## config.mk

```make
export PLATFORM = sky130hd
export DESIGN_NAME = mean_pool_l2_normalize
export DESIGN_NICKNAME = d
export VERILOG_FILES = /design/src/hw/rtl/mpn_pkg.sv /design/src/hw/rtl/mpn_divider.sv /design/src/hw/rtl/mean_pool_l2_normalize.sv
export SDC_FILE = /design/constraint.sdc
export NUM_CORES = 2
export LEC_CHECK = 0
export BUFFER_PORTS_ARGS = -buffer_cell sky130_fd_sc_hd__buf_2
export CAP_MARGIN = 20
export CORE_MARGIN = 8
export CORE_UTILIZATION = 40
export CTS_CLUSTER_DIAMETER = 150
export CTS_CLUSTER_SIZE = 16
export DETAILED_ROUTE_END_ITERATION = 8
export PLACE_DENSITY = 0.54
export SLEW_MARGIN = 40
export SYNTH_ARGS = -nofsm -noshare
export SYNTH_HDL_FRONTEND = slang
export SYNTH_SLANG_ARGS = --single-unit
```

## constraint.sdc

```tcl
create_clock -name clk -period 11.3 [get_ports clk]
set_input_delay 1.695 -clock clk [delete_from_list [all_inputs] [get_ports clk]]
set_output_delay 1.695 -clock clk [all_outputs]
set_load 0.01 [all_outputs]
```

## src/hw/rtl/mpn_pkg.sv

```systemverilog
`timescale 1ns / 1ps
package mpn_pkg;
    localparam int MAX_HIDDEN_DEF  = 64;
    localparam int MAX_ROWS_DEF    = 512;
    localparam int SAMPLE_BITS_DEF = 16;
    localparam int ACC_W           = 25;
    localparam int ROWCNT_W        = 10;
    localparam logic [ROWCNT_W-1:0] ROW_COUNT_MAX = 10'd1023;

    // divider request/response
    typedef struct packed {
        logic        start;
        logic [39:0] dividend;
        logic [31:0] divisor;
    } div_req_t;

    typedef struct packed {
        logic        done;
        logic [39:0] quotient;
    } div_rsp_t;
endpackage

```

## src/hw/rtl/mpn_divider.sv

```systemverilog
`timescale 1ns / 1ps
module mpn_divider
    import mpn_pkg::*;
(
    input  logic     clk,
    input  logic     rst_n,
    input  div_req_t req,
    output div_rsp_t rsp
);
    // restoring divider, one quotient bit per cycle
    logic [39:0] quo_reg, quo_next;
    logic [32:0] rem_reg, rem_next;
    logic [31:0] dvs_reg, dvs_next;
    logic [5:0]  cnt_reg, cnt_next;
    logic        busy_reg, busy_next;
    logic        done_reg, done_next;
    logic [32:0] trial;

    always_comb
    begin
        quo_next  = quo_reg;
        rem_next  = rem_reg;
        dvs_next  = dvs_reg;
        cnt_next  = cnt_reg;
        busy_next = busy_reg;
        done_next = 1'b0;
        trial     = {rem_reg[31:0], quo_reg[39]};
        if (req.start)
        begin
            quo_next  = req.dividend;
            rem_next  = '0;
            dvs_next  = req.divisor;
            cnt_next  = 6'd40;
            busy_next = 1'b1;
        end
        else if (busy_reg)
        begin
            if (trial >= {1'b0, dvs_reg})
            begin
                rem_next = trial - {1'b0, dvs_reg};
                quo_next = {quo_reg[38:0], 1'b1};
            end
            else
            begin
                rem_next = trial;
                quo_next = {quo_reg[38:0], 1'b0};
            end
            cnt_next = cnt_reg - 6'd1;
            if (cnt_reg == 6'd1)
            begin
                busy_next = 1'b0;
                done_next = 1'b1;
            end
        end
    end

    always_ff @(posedge clk or negedge rst_n)
    begin
        if (!rst_n)
        begin
            busy_reg <= 1'b0;
            done_reg <= 1'b0;
            cnt_reg  <= '0;
        end
        else
        begin
            busy_reg <= busy_next;
            done_reg <= done_next;
            cnt_reg  <= cnt_next;
        end
    end

    always_ff @(posedge clk)
    begin
        quo_reg <= quo_next;
        rem_reg <= rem_next;
        dvs_reg <= dvs_next;
    end

    assign rsp.done     = done_reg;
    assign rsp.quotient = quo_reg;
endmodule

```

## src/hw/rtl/mean_pool_l2_normalize.sv

```systemverilog
`timescale 1ns / 1ps
// Channel   | Direction | Ports
// ----------+-----------+------------------------------------------------------
// input     | in        | start, busy, sample, end_of_sequence
// result    | out       | result_valid, pooled_value, column_index, last_value,
//           |           | overflow_seen
// config    | in        | cfg_we, cfg_data (hidden_size)
//
// A plain element keeps busy high for one cycle (add and write back), so the
// block takes no new element until that write is done. A marked element then
// runs the normalize pass: max scan, up to 15 shift steps, square sum (one
// shared multiplier), 29-step square root, and per column a read, a setup, a
// 40-step divide and the result. Then the store is cleared.
// busy is high all that time. Reset clears the sums via that same clearing
// pass. Results cannot be stalled.
module mean_pool_l2_normalize
    import mpn_pkg::*;
#(
    parameter int MAX_HIDDEN  = MAX_HIDDEN_DEF,
    parameter int MAX_ROWS    = MAX_ROWS_DEF,
    parameter int SAMPLE_BITS = SAMPLE_BITS_DEF
)
(
    input  logic                   clk,
    input  logic                   rst_n,
    input  logic                   start,
    output logic                   busy,
    input  logic [SAMPLE_BITS-1:0] sample,
    input  logic                   end_of_sequence,
    input  logic                   cfg_we,
    input  logic [6:0]             cfg_data,
    output logic                   result_valid,
    output logic [15:0]            pooled_value,
    output logic [5:0]             column_index,
    output logic                   last_value,
    output logic                   overflow_seen
);
    localparam int AW = (MAX_HIDDEN > 1) ? $clog2(MAX_HIDDEN) : 1;
    // add width: covers both the accumulator and the widest sample
    localparam int SUM_W = ((SAMPLE_BITS > ACC_W) ? SAMPLE_BITS : ACC_W) + 2;

    localparam logic [3:0] S_CLEAR = 4'd0;
    localparam logic [3:0] S_IDLE  = 4'd1;
    localparam logic [3:0] S_ADD   = 4'd2;
    localparam logic [3:0] S_MAXRD = 4'd3;
    localparam logic [3:0] S_MAX   = 4'd4;
    localparam logic [3:0] S_SQRD  = 4'd5;
    localparam logic [3:0] S_SQ    = 4'd6;
    localparam logic [3:0] S_SQRT  = 4'd7;
    localparam logic [3:0] S_DVRD  = 4'd8;
    localparam logic [3:0] S_DVGO  = 4'd9;
    localparam logic [3:0] S_DVW   = 4'd10;
    localparam logic [3:0] S_SHIFT = 4'd11;
    localparam logic [3:0] S_SQMUL = 4'd12;

    logic [3:0] state_reg, state_next;

    // column sums store
    logic signed [ACC_W-1:0] mem [MAX_HIDDEN];
    logic signed [ACC_W-1:0] rd_reg;
    logic [AW-1:0]           rd_addr;
    logic                    wr_en;
    logic [AW-1:0]           wr_addr;
    logic signed [ACC_W-1:0] wr_data;

    always_ff @(posedge clk)
    begin
        if (wr_en)
            mem[wr_addr] <= wr_data;
        rd_reg <= mem[rd_addr];
    end

    logic [6:0]  hsize_reg;
    logic [6:0]  h_act;
    logic [AW:0] pos_reg, pos_next;
    logic [ROWCNT_W-1:0] rows_reg, rows_next;
    logic        ovf_reg, ovf_next;
    logic        eos_reg, eos_next;
    logic signed [SAMPLE_BITS-1:0] smp_reg, smp_next;
    logic [AW:0] idx_reg, idx_next;
    logic [AW:0] col_use;

    logic [24:0] max_reg, max_next;
    logic [4:0]  rsh_reg, rsh_next;
    logic [4:0]  lsh_reg, lsh_next;
    logic [15:0] shm_reg, shm_next;
    logic [37:0] q_reg, q_next;
    logic [57:0] sq_x_reg, sq_x_next;
    logic [31:0] sq_r_reg, sq_r_next;
    logic [33:0] sq_rem_reg, sq_rem_next;
    logic [5:0]  sq_cnt_reg, sq_cnt_next;
    logic        negs_reg, negs_next;

    logic        vld_reg, vld_next;
    logic [15:0] pv_reg, pv_next;
    logic [5:0]  ci_reg, ci_next;
    logic        lv_reg, lv_next;
    logic        ov_reg, ov_next;

    div_req_t dreq;
    div_rsp_t drsp;

    mpn_divider u_div (.clk(clk), .rst_n(rst_n), .req(dreq), .rsp(drsp));

    always_comb
    begin
        h_act = hsize_reg;
        if (h_act == 7'd0)
            h_act = 7'd1;
        if (h_act > 7'(MAX_HIDDEN))
            h_act = 7'(MAX_HIDDEN);
    end

    logic [24:0] rd_mag;
    logic signed [SUM_W-1:0] sum_w;
    logic [33:0] sq_trial;
    logic [16:0] q_round;
    logic [31:0] sq_prod;

    assign rd_mag  = rd_reg[ACC_W-1] ? 25'(-rd_reg) : 25'(rd_reg);
    assign sum_w   = SUM_W'(rd_reg) + SUM_W'(smp_reg);
    assign col_use = ({1'b0, pos_reg} >= (AW+2)'(h_act)) ? '0 : pos_reg;
    assign sq_trial = {sq_rem_reg[31:0], sq_x_reg[57:56]} - {sq_r_reg, 2'b01};
    assign q_round = (|drsp.quotient[39:17]) ? 17'h1FFFF : drsp.quotient[16:0];
    assign sq_prod = shm_reg * shm_reg;

    always_comb
    begin
        state_next = state_reg;
        pos_next = pos_reg; rows_next = rows_reg; ovf_next = ovf_reg;
        eos_next = eos_reg; smp_next = smp_reg; idx_next = idx_reg;
        max_next = max_reg; rsh_next = rsh_reg; lsh_next = lsh_reg;
        shm_next = shm_reg; q_next = q_reg;
        sq_x_next = sq_x_reg; sq_r_next = sq_r_reg; sq_rem_next = sq_rem_reg;
        sq_cnt_next = sq_cnt_reg; negs_next = negs_reg;
        vld_next = 1'b0; pv_next = pv_reg; ci_next = ci_reg;
        lv_next = lv_reg; ov_next = ov_reg;
        rd_addr = idx_reg[AW-1:0];
        wr_en = 1'b0; wr_addr = idx_reg[AW-1:0]; wr_data = '0;
        dreq.start = 1'b0;
        // shifted magnitude below 2^15, so magnitude * 2^25 fits in 40 bits
        dreq.dividend = {shm_reg[14:0], 25'd0} + 40'(sq_r_reg[31:1]);
        dreq.divisor = sq_r_reg;
        unique case (state_reg)
            S_CLEAR:
            begin
                wr_en = 1'b1;
                idx_next = idx_reg + 1'b1;
                if (idx_reg == (AW+1)'(MAX_HIDDEN - 1))
                begin
                    idx_next = '0;
                    state_next = S_IDLE;
                end
            end
            S_IDLE:
            begin
                rd_addr = col_use[AW-1:0];
                if (start)
                begin
                    idx_next = col_use;
                    smp_next = sample;
                    eos_next = end_of_sequence;
                    state_next = S_ADD;
                end
            end
            S_ADD:
            begin
                wr_en = 1'b1;
                if (rows_reg >= ROWCNT_W'(MAX_ROWS < 1023 ? MAX_ROWS : 1023)
                    && MAX_ROWS <= 1023)
                    ovf_next = 1'b1;
                if (sum_w > SUM_W'(16777215))
                begin
                    wr_data = 25'(16777215); ovf_next = 1'b1;
                end
                else if (sum_w < -SUM_W'(16777216))
                begin
                    wr_data = 25'h1000000; ovf_next = 1'b1;
                end
                else
                    wr_data = 25'(sum_w);
                if ((idx_reg + 1'b1) >= (AW+1)'(h_act))
                begin
                    pos_next = '0;
                    if (rows_reg != ROW_COUNT_MAX)
                        rows_next = rows_reg + 1'b1;
                end
                else
                    pos_next = idx_reg + 1'b1;
                if (eos_reg)
                begin
                    idx_next = '0; max_next = '0;
                    state_next = S_MAXRD;
                end
                else
                    state_next = S_IDLE;
            end
            S_MAXRD:
            begin
                idx_next = idx_reg + 1'b1;
                state_next = S_MAX;
            end
            S_MAX:
            begin
                if (rd_mag > max_reg)
                    max_next = rd_mag;
                if (idx_reg >= (AW+1)'(h_act))
                begin
                    idx_next = '0; rsh_next = '0; lsh_next = '0;
                    state_next = S_SHIFT;
                end
                else
                begin
                    idx_next = idx_reg + 1'b1;
                    state_next = S_MAX;
                end
            end
            S_SHIFT:
            begin
                // one shift step per cycle toward [2^14, 2^15)
                if (max_reg == '0)
                begin
                    sq_r_next = '0; idx_next = '0;
                    state_next = S_DVRD;
                end
                else if ((max_reg >> rsh_reg) >= 25'd32768)
                    rsh_next = rsh_reg + 1'b1;
                else if (((max_reg >> rsh_reg) << lsh_reg) < 25'd16384)
                    lsh_next = lsh_reg + 1'b1;
                else
                begin
                    q_next = '0; idx_next = '0;
                    state_next = S_SQRD;
                end
            end
            S_SQRD:
            begin
                idx_next = idx_reg + 1'b1;
                state_next = S_SQMUL;
            end
            S_SQMUL:
            begin
                // shared multiplier: square of shifted magnitude
                shm_next = 16'((rd_mag >> rsh_reg) << lsh_reg);
                state_next = S_SQ;
            end
            S_SQ:
            begin
                q_next = q_reg + 38'(sq_prod);
                if (idx_reg >= (AW+1)'(h_act))
                begin
                    sq_x_next = {q_reg + 38'(sq_prod), 20'd0};
                    sq_r_next = '0; sq_rem_next = '0; sq_cnt_next = 6'd29;
                    state_next = S_SQRT;
                end
                else
                begin
                    idx_next = idx_reg + 1'b1;
                    state_next = S_SQMUL;
                end
            end
            S_SQRT:
            begin
                // digit-by-digit root, one result bit per cycle
                if (!sq_trial[33])
                begin
                    sq_rem_next = sq_trial;
                    sq_r_next = {sq_r_reg[30:0], 1'b1};
                end
                else
                begin
                    sq_rem_next = {sq_rem_reg[31:0], sq_x_reg[57:56]};
                    sq_r_next = {sq_r_reg[30:0], 1'b0};
                end
                sq_x_next = {sq_x_reg[55:0], 2'b00};
                sq_cnt_next = sq_cnt_reg - 1'b1;
                if (sq_cnt_reg == 6'd1)
                begin
                    idx_next = '0;
                    state_next = S_DVRD;
                end
            end
            S_DVRD:
            begin
                state_next = S_DVGO;
            end
            S_DVGO:
            begin
                shm_next = 16'((rd_mag >> rsh_reg) << lsh_reg);
                negs_next = rd_reg[ACC_W-1];
                if (sq_r_reg == '0)
                begin
                    q_next = '0;
                    state_next = S_DVW;
                end
                else
                begin
                    state_next = S_DVW;
                    q_next = 38'h3FFFFFFFFF;
                end
            end
            S_DVW:
            begin
                if (q_reg == 38'h3FFFFFFFFF)
                begin
                    dreq.start = 1'b1;
                    q_next = 38'h3FFFFFFFFE;
                end
                else if (q_reg == '0 || drsp.done)
                begin
                    vld_next = 1'b1;
                    ci_next = 6'(idx_reg);
                    lv_next = ((idx_reg + 1'b1) == (AW+1)'(h_act));
                    ov_next = ovf_reg;
                    if (q_reg == '0)
                        pv_next = '0;
                    else if (negs_reg)
                        pv_next = (q_round > 17'd32768) ? 16'h8000 : 16'(-q_round);
                    else
                        pv_next = (q_round > 17'd32767) ? 16'h7FFF : q_round[15:0];
                    if (lv_next)
                    begin
                        idx_next = '0; pos_next = '0; rows_next = '0;
                        ovf_next = 1'b0;
                        state_next = S_CLEAR;
                    end
                    else
                    begin
                        idx_next = idx_reg + 1'b1;
                        state_next = S_DVRD;
                    end
                end
            end
            default: state_next = S_IDLE;
        endcase
    end

    always_ff @(posedge clk or negedge rst_n)
    begin
        if (!rst_n)
        begin
            state_reg <= S_CLEAR;
            hsize_reg <= 7'd64;
            pos_reg <= '0; rows_reg <= '0; ovf_reg <= 1'b0;
            idx_reg <= '0; vld_reg <= 1'b0; q_reg <= '0;
        end
        else
        begin
            state_reg <= state_next;
            if (cfg_we)
                hsize_reg <= cfg_data;
            pos_reg <= pos_next; rows_reg <= rows_next; ovf_reg <= ovf_next;
            idx_reg <= idx_next; vld_reg <= vld_next; q_reg <= q_next;
        end
    end

    always_ff @(posedge clk)
    begin
        eos_reg <= eos_next; smp_reg <= smp_next;
        max_reg <= max_next; rsh_reg <= rsh_next; lsh_reg <= lsh_next;
        shm_reg <= shm_next;
        sq_x_reg <= sq_x_next; sq_r_reg <= sq_r_next; sq_rem_reg <= sq_rem_next;
        sq_cnt_reg <= sq_cnt_next; negs_reg <= negs_next;
        pv_reg <= pv_next; ci_reg <= ci_next; lv_reg <= lv_next; ov_reg <= ov_next;
    end

    assign busy          = (state_reg != S_IDLE);
    assign result_valid  = vld_reg;
    assign pooled_value  = pv_reg;
    assign column_index  = ci_reg;
    assign last_value    = lv_reg;
    assign overflow_seen = ov_reg;

    a_no_accept_busy: assert property (@(posedge clk) disable iff (!rst_n)
        result_valid |-> busy || $past(state_reg) == S_DVW)
        else $error("result outside normalize pass");
    a_pos_range: assert property (@(posedge clk) disable iff (!rst_n)
        pos_reg <= (AW+1)'(MAX_HIDDEN))
        else $error("column position out of range");
    a_last_clears: assert property (@(posedge clk) disable iff (!rst_n)
        (result_valid && last_value) |-> state_reg == S_CLEAR)
        else $error("no clear after last transfer");
endmodule

```

# Yosys cells after proc, flatten, opt, wreduce, memory -nomap -nowiden
# Memories as Yosys holds them, arrays and structs flattened. A register that Yosys moved wholly into a read port is not among the register bits.
# Index checks and enable logic that the tools add are counted.
# op_classes
add_sub_neg	13
mul	1
magnitude_cmp	13
n_eq_ne	42
shift	4
mux	104
n_bitwise	1
n_reduce_logical	31
# op_table
operator	count
38-bit 2-to-1 mux	5
32-bit 2-to-1 mux	5
38-bit case mux with 4 select lines	1
25-bit 2-to-1 mux	6
7-bit 2-to-1 mux	19
58-bit case mux with 2 select lines	1
32-bit case mux with 3 select lines	1
40-bit 2-to-1 mux	2
32-bit case mux with 2 select lines	1
7-bit case mux with 9 select lines	1
58-bit 2-to-1 mux	1
4-bit case mux with 13 select lines	1
10-bit 2-to-1 mux	5
25-bit case mux with 2 select lines	1
25-bit by 5-bit right shift with 25-bit output	2
16-bit 2-to-1 mux	3
4-bit 2-to-1 mux	11
40-bit by 31-bit adder with 40-bit output	1
2-bit inequality test, second input constant	20
38-bit by 32-bit adder with 38-bit output	1
38-bit == test, second input constant	1
38-bit logical NOT	1
34-bit subtractor	1
33-bit by 32-bit greater-or-equal comparator with 1-bit output	1
61 further kinds	117
# totals
register_bits	408
mem_bits_rw	1600
output_inout_bits	26
elab_cells	239
mem_count	1
# memory_table
name	words	word_bits	rd	rd_ports_with_merged_regs	wr	line_no	rtl
mem	64	25	1	1	1	mean_pool_l2_normalize.sv:59	logic signed [ACC_W-1:0] mem [MAX_HIDDEN];

# Longest topological paths before layout
# depth
depth_word	9
depth_mapped	28
depth_no_buf	27

# Hierarchy
# From an unflattened synthesis, not the netlist that was laid out.
# unflattened
cells_unflattened	8788
hier_area_um2	100553.9
# modules_own_cells
mod	instances	cells_each	area_each_um2	seq_area_each_um2
mean_pool_l2_normalize	1	8192	94145.3	56460.4
mpn_divider	1	596	6408.6	3002.9

# Worst setup path after synthesis
# No wires, ideal clock.
# synth_path
path_kind	register to register
start	register hsize_reg[1]
end	register sq_cnt_reg[0] (enable)
setup_time_ps	615
arrival_ps	6910
t_required_ps	10685
path_slack_ps	3774
stages_incl_launch_ff	12
path_buffers	0
synth_period_minus_slack_ps	7526
path_cell_list	dfrtp_1 nor3_1 a21oi_1 nor2_1 ha_1 nand2b_1 a21o_1 a21o_1 a211oi_1 o21bai_1 a21oi_1 o21ai_0
# synth_via
elab_chain_cells	7
# synth_rtl
element	line_no	rtl
from (decl)	mean_pool_l2_normalize.sv:73	logic [6:0] hsize_reg;
from (signal assigned)	mean_pool_l2_normalize.sv:351	hsize_reg <= cfg_data;
7-bit logical NOT	mean_pool_l2_normalize.sv:108	if (h_act == 7'd0)
7-bit 2-to-1 mux *	mean_pool_l2_normalize.sv:108	
7-bit greater-than comparator	mean_pool_l2_normalize.sv:110	if (h_act > 7'(MAX_HIDDEN))
7-bit 2-to-1 mux *	mean_pool_l2_normalize.sv:110	
7-bit greater-or-equal comparator *	mean_pool_l2_normalize.sv:250	if (idx_reg >= (AW+1)'(h_act))
2-bit inequality test (no source line) *	--	
2-bit AND reduction (no source line) *	--	
to (signal assigned)	mean_pool_l2_normalize.sv:363	sq_cnt_reg <= sq_cnt_next; negs_reg <= negs_next;
to (decl)	mean_pool_l2_normalize.sv:91	logic [5:0] sq_cnt_reg, sq_cnt_next;
# Mark *: on every way between the ends. The rest lies on a longest branch, timed or not.
# A chain may end at the register's enable or synchronous reset.

# Final worst setup path
# layout_path
start	register shm_reg[1]
end	register sq_x_reg[56] (data pin)
# layout_via
elab_chain_cells	4
# layout_rtl
element	line_no	rtl
from (decl)	mean_pool_l2_normalize.sv:86	logic [15:0] shm_reg, shm_next;
from (signal assigned)	mean_pool_l2_normalize.sv:361	shm_reg <= shm_next;
16-bit by 16-bit multiplier with 32-bit output	mean_pool_l2_normalize.sv:125	assign sq_prod = shm_reg * shm_reg;
38-bit by 32-bit adder with 38-bit output	mean_pool_l2_normalize.sv:252	sq_x_next = {q_reg + 38'(sq_prod), 20'd0};
58-bit 2-to-1 mux	mean_pool_l2_normalize.sv:250	
58-bit case mux with 2 select lines	mean_pool_l2_normalize.sv:144	unique case (state_reg)
net sq_x_next[56]	mean_pool_l2_normalize.sv:88	logic [57:0] sq_x_reg, sq_x_next;
to (signal assigned)	mean_pool_l2_normalize.sv:362	sq_x_reg <= sq_x_next; sq_r_reg <= sq_r_next; sq_rem_reg <= sq_rem_next;
to (decl)	mean_pool_l2_normalize.sv:88	
# The timed path passes the listed nets, and every way through them passes these cells. The select of a mux whose other input is x is not followed.

==> run metrics <==
DR vias=69.3k; TritonCTS clock tree=yes; drt drc=0; HPWL Detailed=190000 um; area share of the largest cell type after synthesis=56.1%; drt total wl=299000 um; Post-Synthesis Cells=8859; antenna violations before repair=21; CTS resizes=0; Routed Antenna Nets=0; GRT Overall Usage=21.8%; most frequent CP cell=fa_1; GP Congestion=0.877; synthesis-to-finish area growth=10.2%; DIE AREA=267000 um^2; syn nets=9346; row cnt=184; first-pass GRT wire length=443000 um; sequential area share after synthesis=59.3%; final worst path period need=8600 ps; Highest Clock Rate=116 MHz; clk buf depth=3; max incr delay on CP=790 ps; CTS clk-pin slew, worst paths=80 ps; Post-layout nets=9240; Hold Crit Class=reg -> reg; Syn Area/Cell=11.3 um^2; share of layout cells above drive strength 1=8.16%; Post-CTS Setup Inserts=0; final hold vios=0; endpoints failing setup=0; post-synth top area cell=edfxtp_1; grt ovf=0; setup_tns=0 ps; number of synthesized register bits=2013; CP endpoint kind=flop; Worst EP required=11830 ps; starting DRC count in detailed routing=6711; critical path type=reg -> reg; Yosys warnings=0; largest net degree at the start of global routing=140; H-tree depth=4; Core ar.=250000 um^2; hold buffers post-CTS=0; max reg flops=1600; Critical Path Slowest Stage Cell=edfxtp_1; fraction of registers with async set/reset=4.12%; Slew HR=41.3%; Root Driver=clkbuf_16; vias in the first global route=67.1k; Data arrival, critical path=9130 ps; CTS buffer count=145; Port Buffers=53; outcome=complete, no violations; RSZ-0062 raised after global routing=false; Initial Util=40.1%; Wirelength per Cell=24.5 um; Die W=517 um; fin. max-slew vios=0; largest cells by area after synthesis=edfxtp_1 (56%), nand2_1 (6.4%), fa_1 (4.0%); Max FO, Critical Path=16; First-pass DRT Iterations=8; Worst-Skew Late Latency=820 ps; vias per cell=5.69; prevailing post-synth register cell=edfxtp_1; worst slew pin tran=881 ps; crit path launch type=flop; clock skew=54.7 ps; max-cap viol count=0; EDFF count, synth=1873; Die Y-Extent=517 um; TritonCTS Sinks=2013; # IOs=54; CP cell instances=inv_1, nor2_1, fa_1, inv_1, fa_1, fa_1, fa_1, inv_1, fa_1, inv_1, fa_1, inv_1, ha_1, a21oi_1, o21ai_0, a211oi_1, o21ai_0, a2111oi_1, nor3_1, o311a_1, o41ai_1, nand3b_1, xor2_1, o21ai_0; Post-Syn Area=100000 um^2; fin crit share=76.1%; distinct cell type count after synthesis=93
kinds of logic after synthesis:
kind of cell | after synthesis | synth area share, %
muxes | 235 | 2.78
and+or+nand+nor | 3375 | 15.0
AOI/OAI and AO/OA | 1531 | 10.0
DFF | 2013 | 59.3
xor gates and xnor gates | 180 | 1.57
adders and majority gates | 460 | 7.24
buffers and inverters | 1065 | 4.06
stage by stage:
| step | instances | worst slack (ps) | instance area, um^2 | utilization (%) | hold slack, ps |
|---|---|---|---|---|---|
| 3_3_place_gp | 11900 | 2400 | 105000 | 41.9 | 455 |
| 4_1_cts | 12200 | 2590 | 110000 | 44.0 | 478 |
| 2_1_floorplan | 8859 | 3770 | 100000 | - | 448 |
| 5_1_grt | 12200 | 2160 | 111000 | 44.2 | 492 |
| 3_5_place_dp | 11900 | 2650 | 106000 | 42.4 | 465 |
| 6_report | 12200 | 2700 | 111000 | 44.2 | 478 |
cell type report:
type | count | area, um^2
clock inverters | 18 | 332
inverters | 532 | 2000
fillers | 23000 | 140000
flip-flops and latches | 2013 | 59500
clock buffers | 191 | 3820
repair buffers | 280 | 2980
well taps | 3348 | 4190
diodes | 9 | 22.5
multi-input cells | 5781 | 37700
cell usage in the layout (no fill, tap or decap), types with 53 or more instances in the layout:
cell          n
nand3_1     633
nor3_1       63
clkbuf_16   146
ha_1        258
a31oi_1     179
inv_1       525
mux2i_1     157
a21oi_1     344
xnor2_1     114
buf_2        53
and3_1      148
buf_4       145
a211oi_1    134
a21o_1       93
fa_1        201
dfrtp_1      80
xor2_1       63
o21ai_0     261
nand2_1    1687
edfxtp_1   1873
dfxtp_1      56
nor2_1      352
and2_1       61
cell usage after synthesis (52+ instances only):
library cell  count
a21oi_1         347
nor3_1           70
ha_1            258
xnor2_1         116
nand2_1        1698
nor4_1           54
a32oi_1          52
o21ai_0         282
xor2_1           64
nor2_1          423
and3_1          148
a31oi_1         181
clkbuf_1        432
fa_1            201
dfrtp_1          82
inv_1           525
dfxtp_1          57
a21o_1           95
nand2b_1         54
buf_1            63
nand3_1         636
a211oi_1        136
edfxtp_1       1873
and2_1           63
mux2i_1         157
path summary, 6_finish.rpt:
path                               endpoint  cells past startpoint   startpoint  slack, ps
setup / recovery               sq_x_reg[56]                     24   shm_reg[1]       2700
hold / removal             u_div.dvs_reg[7]                      0  sq_r_reg[7]        480
setup reg to reg               sq_x_reg[56]                     24   shm_reg[1]       2700
hold reg to reg            u_div.dvs_reg[7]                      0  sq_r_reg[7]        480
max in group asynchronous      state_reg[0]                      2        rst_n       9500
min in group asynchronous      hsize_reg[3]                      1        rst_n        740
worst max-delay path, delay by kind of cell, from the launching register on:
kind            cells  cell delay, ps
fa+ha+maj           7            3340
compound gates      8            2870
flops               1             790
simple gates        3             680
buf+inv             5             490
xor+xnor            1             150
metal layers:
layer,global-route usage [%],share of wire [%]
met2,36.2,48
met1,29.9,43
met3,2.91,6.1
met5,0,0.023
met4,6.63,3.2
Power is not shown: default switching activity piles up to over one toggle a cycle in this logic, so the estimate is an artifact.
